--- config.mk ---
export PLATFORM = sky130hd
export DESIGN_NAME = quicksort_sorter
export DESIGN_NICKNAME = d
export VERILOG_FILES = /design/src/hdl/qs_pkg.sv /design/src/hdl/qs_store.sv /design/src/hdl/qs_seq.sv /design/src/hdl/quicksort_sorter.sv
export SDC_FILE = /design/constraint.sdc
export NUM_CORES = 2
export LEC_CHECK = 0
export BUFFER_PORTS_ARGS = -buffer_cell sky130_fd_sc_hd__buf_2
export CORE_ASPECT_RATIO = 0.7
export CORE_UTILIZATION = 60
export CTS_CLUSTER_DIAMETER = 40
export DETAILED_ROUTE_END_ITERATION = 8
export HOLD_SLACK_MARGIN = 0.03
export PLACE_DENSITY = 0.83
export SLEW_MARGIN = 20
export SYNTH_ARGS = -nofsm -noshare
export SYNTH_HDL_FRONTEND = slang
export SYNTH_HIERARCHICAL = 1
export SYNTH_SLANG_ARGS = --single-unit
export TNS_END_PERCENT = 50
--- constraint.sdc ---
create_clock -name i_clk -period 6.07 [get_ports i_clk]
set_clock_uncertainty 0.1 [all_clocks]
set_input_delay 1.214 -clock i_clk [delete_from_list [all_inputs] [get_ports i_clk]]
set_output_delay 1.214 -clock i_clk [all_outputs]
set_load 0.05 [all_outputs]
--- src/hdl/qs_pkg.sv ---
// shared constants and types for the quicksort sorter
package qs_pkg;

    localparam int VALUE_W     = 32;
    localparam int MAX_ITEMS   = 64;
    localparam int STORE_DEPTH = 64;
    localparam int STACK_DEPTH = 64;
    localparam int IDX_W       = $clog2(STORE_DEPTH);
    localparam int CNT_W       = IDX_W + 1;
    localparam int SP_W        = $clog2(STACK_DEPTH) + 1;
    localparam int RANGE_W     = 2 * IDX_W;
    // scan indices run one past either end of a range
    localparam int SCAN_W      = IDX_W + 2;

    typedef enum logic [3:0] {
        S_LOAD,
        S_INIT,
        S_POP,
        S_RANGE,
        S_PIVOT,
        S_IRD,
        S_ICHK,
        S_JRD,
        S_JCHK,
        S_SWAP_A,
        S_SWAP_B,
        S_PUSH_L,
        S_PUSH_R,
        S_OUT_RD,
        S_OUT_SHOW
    } t_state;

    typedef enum logic [1:0] {
        WSEL_IN,
        WSEL_VI,
        WSEL_VJ
    } t_wsel;

    typedef struct packed {
        logic             we;
        logic [IDX_W-1:0] waddr;
        t_wsel            wsel;
        logic             re;
        logic [IDX_W-1:0] raddr;
        logic             cap_pivot;
        logic             cap_vi;
        logic             cap_vj;
    } t_store_ctrl;

    typedef struct packed {
        logic lt;
        logic gt;
    } t_cmp_stat;

endpackage

--- src/hdl/qs_store.sv ---
// value store with the shared pivot comparator and swap holding registers
module qs_store (
    input  logic                                i_clk,
    input  qs_pkg::t_store_ctrl                 i_ctrl,
    input  logic signed [qs_pkg::VALUE_W-1:0]   i_sample_value,
    output logic signed [qs_pkg::VALUE_W-1:0]   o_rd_value,
    output qs_pkg::t_cmp_stat                   o_cmp
);

    logic signed [qs_pkg::VALUE_W-1:0] r_mem [qs_pkg::STORE_DEPTH];
    logic signed [qs_pkg::VALUE_W-1:0] r_rdata;
    logic signed [qs_pkg::VALUE_W-1:0] r_pivot;
    logic signed [qs_pkg::VALUE_W-1:0] r_vi;
    logic signed [qs_pkg::VALUE_W-1:0] r_vj;
    logic signed [qs_pkg::VALUE_W-1:0] w_wdata;

    // write data select: new sample or one side of a swap
    always_comb begin
        unique case (i_ctrl.wsel)
            qs_pkg::WSEL_IN: w_wdata = i_sample_value;
            qs_pkg::WSEL_VI: w_wdata = r_vi;
            qs_pkg::WSEL_VJ: w_wdata = r_vj;
            default:         w_wdata = i_sample_value;
        endcase
    end

    // single write port, single registered read port
    always_ff @(posedge i_clk) begin
        if (i_ctrl.we) begin
            r_mem[i_ctrl.waddr] <= w_wdata;
        end
        if (i_ctrl.re) begin
            r_rdata <= r_mem[i_ctrl.raddr];
        end
    end

    // pivot and swap operands taken from the read register
    always_ff @(posedge i_clk) begin
        if (i_ctrl.cap_pivot) begin
            r_pivot <= r_rdata;
        end
        if (i_ctrl.cap_vi) begin
            r_vi <= r_rdata;
        end
        if (i_ctrl.cap_vj) begin
            r_vj <= r_rdata;
        end
    end

    // shared signed compare against the pivot
    assign o_cmp.lt   = r_rdata < r_pivot;
    assign o_cmp.gt   = r_rdata > r_pivot;
    assign o_rd_value = r_rdata;

endmodule

--- src/hdl/qs_seq.sv ---
// sequencer: load counting, range stack, partition scan and output burst
module qs_seq (
    input  logic                i_clk,
    input  logic                i_rst_n,
    input  logic                i_valid,
    input  logic                i_is_last,
    input  logic                i_stall,
    input  qs_pkg::t_cmp_stat   i_cmp,
    output logic                o_stall,
    output logic                o_valid,
    output logic                o_end_of_run,
    output logic                o_dropped_flag,
    output qs_pkg::t_store_ctrl o_ctrl
);

    qs_pkg::t_state                r_state;
    qs_pkg::t_state                n_state;
    logic [qs_pkg::CNT_W-1:0]      r_count;
    logic                          r_overflow;
    logic [qs_pkg::SP_W-1:0]       r_sp;
    logic [qs_pkg::IDX_W-1:0]      r_lo;
    logic [qs_pkg::IDX_W-1:0]      r_hi;
    logic [qs_pkg::SCAN_W-1:0]     r_i;
    logic [qs_pkg::SCAN_W-1:0]     r_j;
    logic [qs_pkg::IDX_W-1:0]      r_k;
    logic [qs_pkg::RANGE_W-1:0]    r_stack_mem [qs_pkg::STACK_DEPTH];
    logic [qs_pkg::RANGE_W-1:0]    r_stack_rd;

    logic                          w_accept;
    logic                          w_room;
    logic                          w_stack_room;
    logic                          w_multi;
    logic                          w_i_lt_hi;
    logic                          w_j_gt_lo;
    logic                          w_i_le_j;
    logic [qs_pkg::SCAN_W-1:0]     w_i_inc;
    logic [qs_pkg::SCAN_W-1:0]     w_j_dec;
    logic                          w_next_le;
    logic                          w_push_l;
    logic                          w_push_r;
    logic                          w_last_out;
    logic [qs_pkg::IDX_W-1:0]      w_top_lo;
    logic [qs_pkg::IDX_W-1:0]      w_top_hi;
    logic [qs_pkg::IDX_W:0]        w_mid_sum;
    logic [qs_pkg::SP_W-1:0]       w_sp_dec;
    logic                          w_stk_we;
    logic [qs_pkg::RANGE_W-1:0]    w_stk_wdata;
    logic                          w_stk_re;

    // index compares and steps
    assign w_accept     = i_valid && (r_state == qs_pkg::S_LOAD);
    assign w_room       = r_count < qs_pkg::CNT_W'(qs_pkg::MAX_ITEMS);
    assign w_stack_room = r_sp < qs_pkg::SP_W'(qs_pkg::STACK_DEPTH);
    assign w_multi      = r_count >= qs_pkg::CNT_W'(2);
    assign w_i_lt_hi    = $signed(r_i) < $signed({2'b00, r_hi});
    assign w_j_gt_lo    = $signed(r_j) > $signed({2'b00, r_lo});
    assign w_i_le_j     = $signed(r_i) <= $signed(r_j);
    assign w_i_inc      = r_i + qs_pkg::SCAN_W'(1);
    assign w_j_dec      = r_j - qs_pkg::SCAN_W'(1);
    assign w_next_le    = $signed(w_i_inc) <= $signed(w_j_dec);
    assign w_push_l     = w_j_gt_lo && w_stack_room;
    assign w_push_r     = w_i_lt_hi && w_stack_room;
    assign w_last_out   = {1'b0, r_k} == (r_count - qs_pkg::CNT_W'(1));
    assign w_sp_dec     = r_sp - qs_pkg::SP_W'(1);

    // popped range and its middle element
    assign w_top_lo  = r_stack_rd[qs_pkg::RANGE_W-1:qs_pkg::IDX_W];
    assign w_top_hi  = r_stack_rd[qs_pkg::IDX_W-1:0];
    assign w_mid_sum = {1'b0, w_top_lo} + {1'b0, w_top_hi};

    // next state
    always_comb begin
        n_state = r_state;
        unique case (r_state)
            qs_pkg::S_LOAD: begin
                if (w_accept && i_is_last) begin
                    n_state = qs_pkg::S_INIT;
                end
            end
            qs_pkg::S_INIT: begin
                n_state = w_multi ? qs_pkg::S_POP : qs_pkg::S_OUT_RD;
            end
            qs_pkg::S_POP: begin
                n_state = (r_sp == '0) ? qs_pkg::S_OUT_RD : qs_pkg::S_RANGE;
            end
            qs_pkg::S_RANGE:  n_state = qs_pkg::S_PIVOT;
            qs_pkg::S_PIVOT:  n_state = qs_pkg::S_IRD;
            qs_pkg::S_IRD:    n_state = qs_pkg::S_ICHK;
            qs_pkg::S_ICHK: begin
                n_state = (i_cmp.lt && w_i_lt_hi) ? qs_pkg::S_IRD : qs_pkg::S_JRD;
            end
            qs_pkg::S_JRD:    n_state = qs_pkg::S_JCHK;
            qs_pkg::S_JCHK: begin
                priority if (i_cmp.gt && w_j_gt_lo) begin
                    n_state = qs_pkg::S_JRD;
                end else if (w_i_le_j) begin
                    n_state = qs_pkg::S_SWAP_A;
                end else begin
                    n_state = qs_pkg::S_PUSH_L;
                end
            end
            qs_pkg::S_SWAP_A: n_state = qs_pkg::S_SWAP_B;
            qs_pkg::S_SWAP_B: begin
                n_state = w_next_le ? qs_pkg::S_IRD : qs_pkg::S_PUSH_L;
            end
            qs_pkg::S_PUSH_L: n_state = qs_pkg::S_PUSH_R;
            qs_pkg::S_PUSH_R: n_state = qs_pkg::S_POP;
            qs_pkg::S_OUT_RD: n_state = qs_pkg::S_OUT_SHOW;
            qs_pkg::S_OUT_SHOW: begin
                if (!i_stall) begin
                    n_state = w_last_out ? qs_pkg::S_LOAD : qs_pkg::S_OUT_RD;
                end
            end
            default: n_state = qs_pkg::S_LOAD;
        endcase
    end

    // control outputs for the store, the stack and the ports
    always_comb begin
        o_ctrl           = '0;
        o_ctrl.wsel      = qs_pkg::WSEL_IN;
        w_stk_we         = 1'b0;
        w_stk_wdata      = {r_i[qs_pkg::IDX_W-1:0], r_hi};
        w_stk_re         = 1'b0;
        unique case (r_state)
            qs_pkg::S_LOAD: begin
                o_ctrl.we    = w_accept && w_room;
                o_ctrl.waddr = r_count[qs_pkg::IDX_W-1:0];
            end
            qs_pkg::S_INIT: begin
                w_stk_we    = w_multi;
                w_stk_wdata = {qs_pkg::IDX_W'(0),
                               w_sp_dec[0] ? r_count[qs_pkg::IDX_W-1:0] - qs_pkg::IDX_W'(1)
                                           : r_count[qs_pkg::IDX_W-1:0] - qs_pkg::IDX_W'(1)};
            end
            qs_pkg::S_POP: begin
                w_stk_re = r_sp != '0;
            end
            qs_pkg::S_RANGE: begin
                o_ctrl.re    = 1'b1;
                o_ctrl.raddr = w_mid_sum[qs_pkg::IDX_W:1];
            end
            qs_pkg::S_PIVOT: begin
                o_ctrl.cap_pivot = 1'b1;
            end
            qs_pkg::S_IRD: begin
                o_ctrl.re    = 1'b1;
                o_ctrl.raddr = r_i[qs_pkg::IDX_W-1:0];
            end
            qs_pkg::S_ICHK: begin
                o_ctrl.cap_vi = 1'b1;
            end
            qs_pkg::S_JRD: begin
                o_ctrl.re    = 1'b1;
                o_ctrl.raddr = r_j[qs_pkg::IDX_W-1:0];
            end
            qs_pkg::S_JCHK: begin
                o_ctrl.cap_vj = 1'b1;
            end
            qs_pkg::S_SWAP_A: begin
                o_ctrl.we    = 1'b1;
                o_ctrl.waddr = r_i[qs_pkg::IDX_W-1:0];
                o_ctrl.wsel  = qs_pkg::WSEL_VJ;
            end
            qs_pkg::S_SWAP_B: begin
                o_ctrl.we    = 1'b1;
                o_ctrl.waddr = r_j[qs_pkg::IDX_W-1:0];
                o_ctrl.wsel  = qs_pkg::WSEL_VI;
            end
            qs_pkg::S_PUSH_L: begin
                w_stk_we    = w_push_l;
                w_stk_wdata = {r_lo, r_j[qs_pkg::IDX_W-1:0]};
            end
            qs_pkg::S_PUSH_R: begin
                w_stk_we    = w_push_r;
                w_stk_wdata = {r_i[qs_pkg::IDX_W-1:0], r_hi};
            end
            qs_pkg::S_OUT_RD: begin
                o_ctrl.re    = 1'b1;
                o_ctrl.raddr = r_k;
            end
            qs_pkg::S_OUT_SHOW: begin
                o_ctrl.re = 1'b0;
            end
            default: begin
                o_ctrl.re = 1'b0;
            end
        endcase
    end

    assign o_stall        = r_state != qs_pkg::S_LOAD;
    assign o_valid        = r_state == qs_pkg::S_OUT_SHOW;
    assign o_end_of_run   = w_last_out;
    assign o_dropped_flag = r_overflow;

    // control state: item count, overflow, stack pointer
    always_ff @(posedge i_clk) begin
        if (!i_rst_n) begin
            r_state    <= qs_pkg::S_LOAD;
            r_count    <= '0;
            r_overflow <= 1'b0;
            r_sp       <= '0;
        end else begin
            r_state <= n_state;
            unique case (r_state)
                qs_pkg::S_LOAD: begin
                    if (w_accept) begin
                        if (w_room) begin
                            r_count <= r_count + qs_pkg::CNT_W'(1);
                        end else begin
                            r_overflow <= 1'b1;
                        end
                    end
                end
                qs_pkg::S_INIT: begin
                    if (w_multi) begin
                        r_sp <= qs_pkg::SP_W'(1);
                    end
                end
                qs_pkg::S_POP: begin
                    if (r_sp != '0) begin
                        r_sp <= w_sp_dec;
                    end
                end
                qs_pkg::S_PUSH_L: begin
                    if (w_push_l) begin
                        r_sp <= r_sp + qs_pkg::SP_W'(1);
                    end
                end
                qs_pkg::S_PUSH_R: begin
                    if (w_push_r) begin
                        r_sp <= r_sp + qs_pkg::SP_W'(1);
                    end
                end
                qs_pkg::S_OUT_SHOW: begin
                    if (!i_stall && w_last_out) begin
                        r_count    <= '0;
                        r_overflow <= 1'b0;
                        r_sp       <= '0;
                    end
                end
                default: begin
                    r_sp <= r_sp;
                end
            endcase
        end
    end

    // range bounds, scan indices and output index
    always_ff @(posedge i_clk) begin
        unique case (r_state)
            qs_pkg::S_INIT: begin
                r_k <= '0;
            end
            qs_pkg::S_RANGE: begin
                r_lo <= w_top_lo;
                r_hi <= w_top_hi;
                r_i  <= {2'b00, w_top_lo};
                r_j  <= {2'b00, w_top_hi};
            end
            qs_pkg::S_ICHK: begin
                if (i_cmp.lt && w_i_lt_hi) begin
                    r_i <= w_i_inc;
                end
            end
            qs_pkg::S_JCHK: begin
                if (i_cmp.gt && w_j_gt_lo) begin
                    r_j <= w_j_dec;
                end
            end
            qs_pkg::S_SWAP_B: begin
                r_i <= w_i_inc;
                r_j <= w_j_dec;
            end
            qs_pkg::S_OUT_SHOW: begin
                if (!i_stall && !w_last_out) begin
                    r_k <= r_k + qs_pkg::IDX_W'(1);
                end
            end
            default: begin
                r_k <= r_k;
            end
        endcase
    end

    // range stack memory, registered read
    always_ff @(posedge i_clk) begin
        if (w_stk_we) begin
            r_stack_mem[r_sp[qs_pkg::SP_W-2:0]] <= w_stk_wdata;
        end
        if (w_stk_re) begin
            r_stack_rd <= r_stack_mem[w_sp_dec[qs_pkg::SP_W-2:0]];
        end
    end

endmodule

--- src/hdl/quicksort_sorter.sv ---
// top level of the quicksort sorter
//
// Input channel: i_valid / o_stall carry one signed value per beat, with
// i_is_last marking the final value of a set. A value is accepted on every
// beat while loading; up to 64 values are kept, later ones are dropped and
// reported. After the last beat o_stall stays high while the set is sorted
// in place (Hoare partition around the middle element, pending ranges on a
// 64-entry stack). Each compare step is one access to the value store's
// single read port plus a compare in the shared comparator.
// Output channel: o_valid / i_stall give one sorted value per beat, each
// read from the store before it is shown; o_end_of_run marks the last one
// and o_dropped_flag is high on every beat of a set that lost values. A
// stall simply holds the current beat. After the last output beat the block
// returns to loading. Reset (synchronous, active low) empties the set;
// there is no clearing pass.
module quicksort_sorter (
    input  logic                                i_clk,
    input  logic                                i_rst_n,
    input  logic                                i_valid,
    output logic                                o_stall,
    input  logic signed [qs_pkg::VALUE_W-1:0]   i_sample_value,
    input  logic                                i_is_last,
    output logic                                o_valid,
    input  logic                                i_stall,
    output logic signed [qs_pkg::VALUE_W-1:0]   o_sorted_value,
    output logic                                o_end_of_run,
    output logic                                o_dropped_flag
);

    qs_pkg::t_store_ctrl w_ctrl;
    qs_pkg::t_cmp_stat   w_cmp;

    // sequencer
    qs_seq u_seq (
        .i_clk          (i_clk),
        .i_rst_n        (i_rst_n),
        .i_valid        (i_valid),
        .i_is_last      (i_is_last),
        .i_stall        (i_stall),
        .i_cmp          (w_cmp),
        .o_stall        (o_stall),
        .o_valid        (o_valid),
        .o_end_of_run   (o_end_of_run),
        .o_dropped_flag (o_dropped_flag),
        .o_ctrl         (w_ctrl)
    );

    // value store and comparator
    qs_store u_store (
        .i_clk          (i_clk),
        .i_ctrl         (w_ctrl),
        .i_sample_value (i_sample_value),
        .o_rd_value     (o_sorted_value),
        .o_cmp          (w_cmp)
    );

endmodule
==> summary.log <==
qor: setup_path.worstSetupStartpointType register
qor: grt.globalRouteOverflowTotal 0
qor: floorplanning.placement_rows 135
qor: logic_synthesis.yosysSeqAreaShare 76.8%
qor: floorplanning.die_h 372 um
qor: drt.route.detailed.wl_per_inst 40.8 um
qor: drt.routed-via-count 63100
qor: sta.slew_violations 0
qor: setup_path.worstReg2RegEnd u_store/o_rd_value[28]
qor: worst_hold_path.holdCritStartpoint u_seq/r_stack_rd[0]
qor: sta.grt_setup_unrepaired no
qor: logic_synthesis.ys_seq_elements 3009
qor: logic_synthesis.postSynthAreaPerCell 22.7 um^2
qor: job.timing.max_cap.violations 0
qor: setup_path.crit_required 6550 ps
qor: floorplanning.initial_core_util 60.5%
qor: place.dpl_worst_slack 467 ps
qor: setup_path.critical_path_peak_fanout 26
qor: drt.remaining_drc_errors 1
qor: cts.max-clock-path-buffers 4
qor: final_layout.most-common-layout-cells 2990 x edfxtp_1, 868 x mux4_2, 296 x clkbuf_16
qor: logic_synthesis.async_s_r_ff_share_synth 0%
qor: setup_path.reg2reg_depth 11
qor: sta.final_period_minus_worst_setup_slack 5880 ps
qor: drt.detail_route.wirelength 343000 um
qor: sta.final_worst_path_cycle_share 96.8%
qor: final_layout.drive_gt1_share 31.6%
qor: logic_synthesis.postSynthCellCount 5174
qor: status.result_of_the_run finished, violations left
qor: place.gp_routability_congestion 0.955
qor: cts.cts_hold_repair.buffers 0
qor: cts.clock_sinks 3009
qor: place.place.detailed.hpwl 196000 um
qor: grt.grt_first_pass_wirelength 474000 um
qor: setup_path.crit_type reg2reg
qor: setup_path.worst-endpoint-arrival 6360 ps
qor: sta.timing_worst_slew_pin_value 1250 ps
qor: sta.final_hold_viol_count 0
qor: final_layout.mostFrequentLayoutCell edfxtp_1
qor: grt.global_route_usage_over_all_layers 35.0%
qor: logic_synthesis.number_of_enable_flip_flop_cells_after_synthesis 2990
qor: worst_hold_path.whs_endpoint u_seq/r_hi[0]
qor: grt.met2_usage_in_global_routing 50.9%
qor: grt.largest_net_degree_at_the_start_of_global_routing 65
qor: cts.clkTransAtPathRegs 70 ps
qor: grt.grt_util_met1 48.0%
qor: logic_synthesis.yosys_most_used_dff edfxtp_1
qor: sta.setup_slack 194 ps
qor: pwr.total_power_density_per_cell_area 391 mW/mm^2
qor: sta.setup-violations-final 0
qor: setup_path.worstReg2RegStart u_seq/r_state[1]
qor: pwr.vdd_ir_drop_max 0.000421 V
qor: cts.cts.root.buffer_cell clkbuf_16
qor: floorplanning.top_level_ports 73
qor: logic_synthesis.mappedNetlistArea 0.117 mm^2
qor: logic_synthesis.yosysUniqueCellTypes 76
qor: status.violations design-rule violations
qor: sta.holdWs 411 ps
qor: setup_path.worst-r2r-setup-slack 190 ps
qor: pwr.p_leak 0.0406 uW
qor: final_layout.layout.core_utilization 68.5%
qor: drt.first_iter_violations 12300
qor: final_layout.final_net_count 5683
qor: grt.grtUsageMet3 13.5%
qor: logic_synthesis.synth_warnings 6
qor: grt.global_route.peak_usage_layer met2
qor: logic_synthesis.synthesis.nets 5285
qor: cts.tritoncts yes
qor: floorplanning.core 0.194 mm^2
qor: place.portBuffers 72
qor: sta.maximum_clock_rate 0.170 GHz
qor: sta.relSlewSlack 16.1%
qor: cts.htreeDepth 5
qor: sta.final_tns_setup 0 ps
qor: drt.first_pass_iters 9
qor: drt.ant_nets 0
qor: final_layout.synthToLayoutAreaGrowth 13.2%
qor: floorplanning.floorplan.die_area 0.197 mm^2
qor: cts.numCtsBuffers 290
qor: setup_path.cp-end-kind register
qor: drt.drt_via_density 7.51
qor: floorplanning.dieWidth 531 um
qor: cts.insertion_delay 920 ps
qor: pwr.power 52000 uW
qor: grt.number_of_antenna_violations_at_the_first_check_in_global_routing 32
qor: worst_hold_path.worstHoldPathCells 0
qor: grt.first_global_vias 61600
qor: worst_hold_path.hold_class reg2reg
[sequential cells by signal (all words and copies together), names as in the netlist, 8 cells and up]
register and cells:
u_store/o_rd_value 32, u_store/r_pivot 32, u_store/r_vi 32, u_seq/r_stack_mem 768
u_seq/r_i 8, u_seq/r_j 8, u_store/r_mem 2048, u_store/r_vj 32
u_seq/r_stack_rd 12
[synth_stat cells (7+ instances only)]
cell type  count  area [um^2]
clkbuf_1     151          567
inv_1         78          293
o21a_1         8         60.1
ha_1          73          913
o211ai_1      23          173
mux2i_1       38          380
buf_4          9         67.6
edfxtp_1    2990        89800
dfxtp_1       19          380
nand2b_1      13         81.3
and3_1         7         43.8
nand4_1       17          106
o21ai_0       59          295
a22oi_1       70          526
o22ai_1       52          325
xor2_1        10         87.6
xnor2_1       29          254
mux4_2       868        19500
a21oi_1       43          215
nand3_1       34          170
buf_2         87          435
nor3_1        81          405
a221oi_1       7         61.3
nor2_1       135          507
buf_1         27          101
nor2b_1       16          100
or3_1         11         68.8
nand2_1       97          364
a211oi_1       7         52.6
[routing by layer]
layer	up-vias	wire length, um
met4	30	17600
met3	1100	60100
met2	6726	152000
li1	22900	-
met5	-	226
met1	32400	113000
[worst max-delay path by stage]
stage               slack, ps  depth (start not counted)                      to             start
finish                    190                         11  u_store/o_rd_value[28]  u_seq/r_state[1]
global route              210                         11  u_store/o_rd_value[28]  u_seq/r_state[1]
CTS                       380                         13  u_store/o_rd_value[10]  u_seq/r_state[1]
detailed placement        470                         13   u_store/o_rd_value[3]  u_seq/r_state[1]
floorplan                 810                          9    u_store/r_mem[0][22]  u_seq/r_state[3]
global placement          310                         10  u_store/o_rd_value[25]  u_seq/r_state[1]
[critical path: stages (launching register included)]
cell and delay (ps):
dfxtp_1 960, inv_1 180, nor2_1 260, nand2_1 360, o22ai_4 870, buf_12 330, buf_4 260, mux4_2 350
a22oi_1 410, o211ai_1 530, o22ai_1 790, nor2_1 130
[report_power, final]
group / switching [uW] / total (uW) / internal, uW / leakage (uW)
Sequential: 442 / 24800 / 24400 / 0.0271
Clock: 8000 / 17700 / 9730 / 0.00434
Combinational: 6190 / 9430 / 3230 / 0.00919
Total: 14600 / 52000 / 37300 / 0.0406
[through the flow]
step / area, um^2 / cells
2_1_floorplan: 117000 / 5174
3_3_place_gp: 124000 / 7869
3_5_place_dp: 124000 / 7875
4_1_cts: 133000 / 8380
5_1_grt: 133000 / 8392
6_report: 133000 / 8400
[layout make-up]
cell class / instances / area (um^2)
sequential: 3009 / 90200
timing repair buffer: 386 / 3140
multi-input combinational: 1805 / 27000
tap: 2603 / 3260
clock buffer: 355 / 7640
inverter: 80 / 300
antenna: 12 / 30.0
clock inverter: 150 / 1350
fill: 10900 / 61000
[logic make-up after synthesis]
| family | count (synthesis) | synth area share (%) |
|---|---|---|
| buffers and inverters | 360 | 1.31 |
| and+or+nand+nor | 448 | 1.82 |
| adders and majority gates | 74 | 0.795 |
| muxes | 911 | 17.0 |
| xor gates and xnor gates | 41 | 0.329 |
| AOI/OAI and AO/OA | 331 | 1.92 |
| DFF | 3009 | 76.8 |
[what timing repair did]
action | in CTS | in global routing
endpoints found under the setup margin | 0 | 1
gates resized for setup | 0 | 1
setup buffers | 0 | 0
Note: power is estimated with default switching activity, not from simulation.
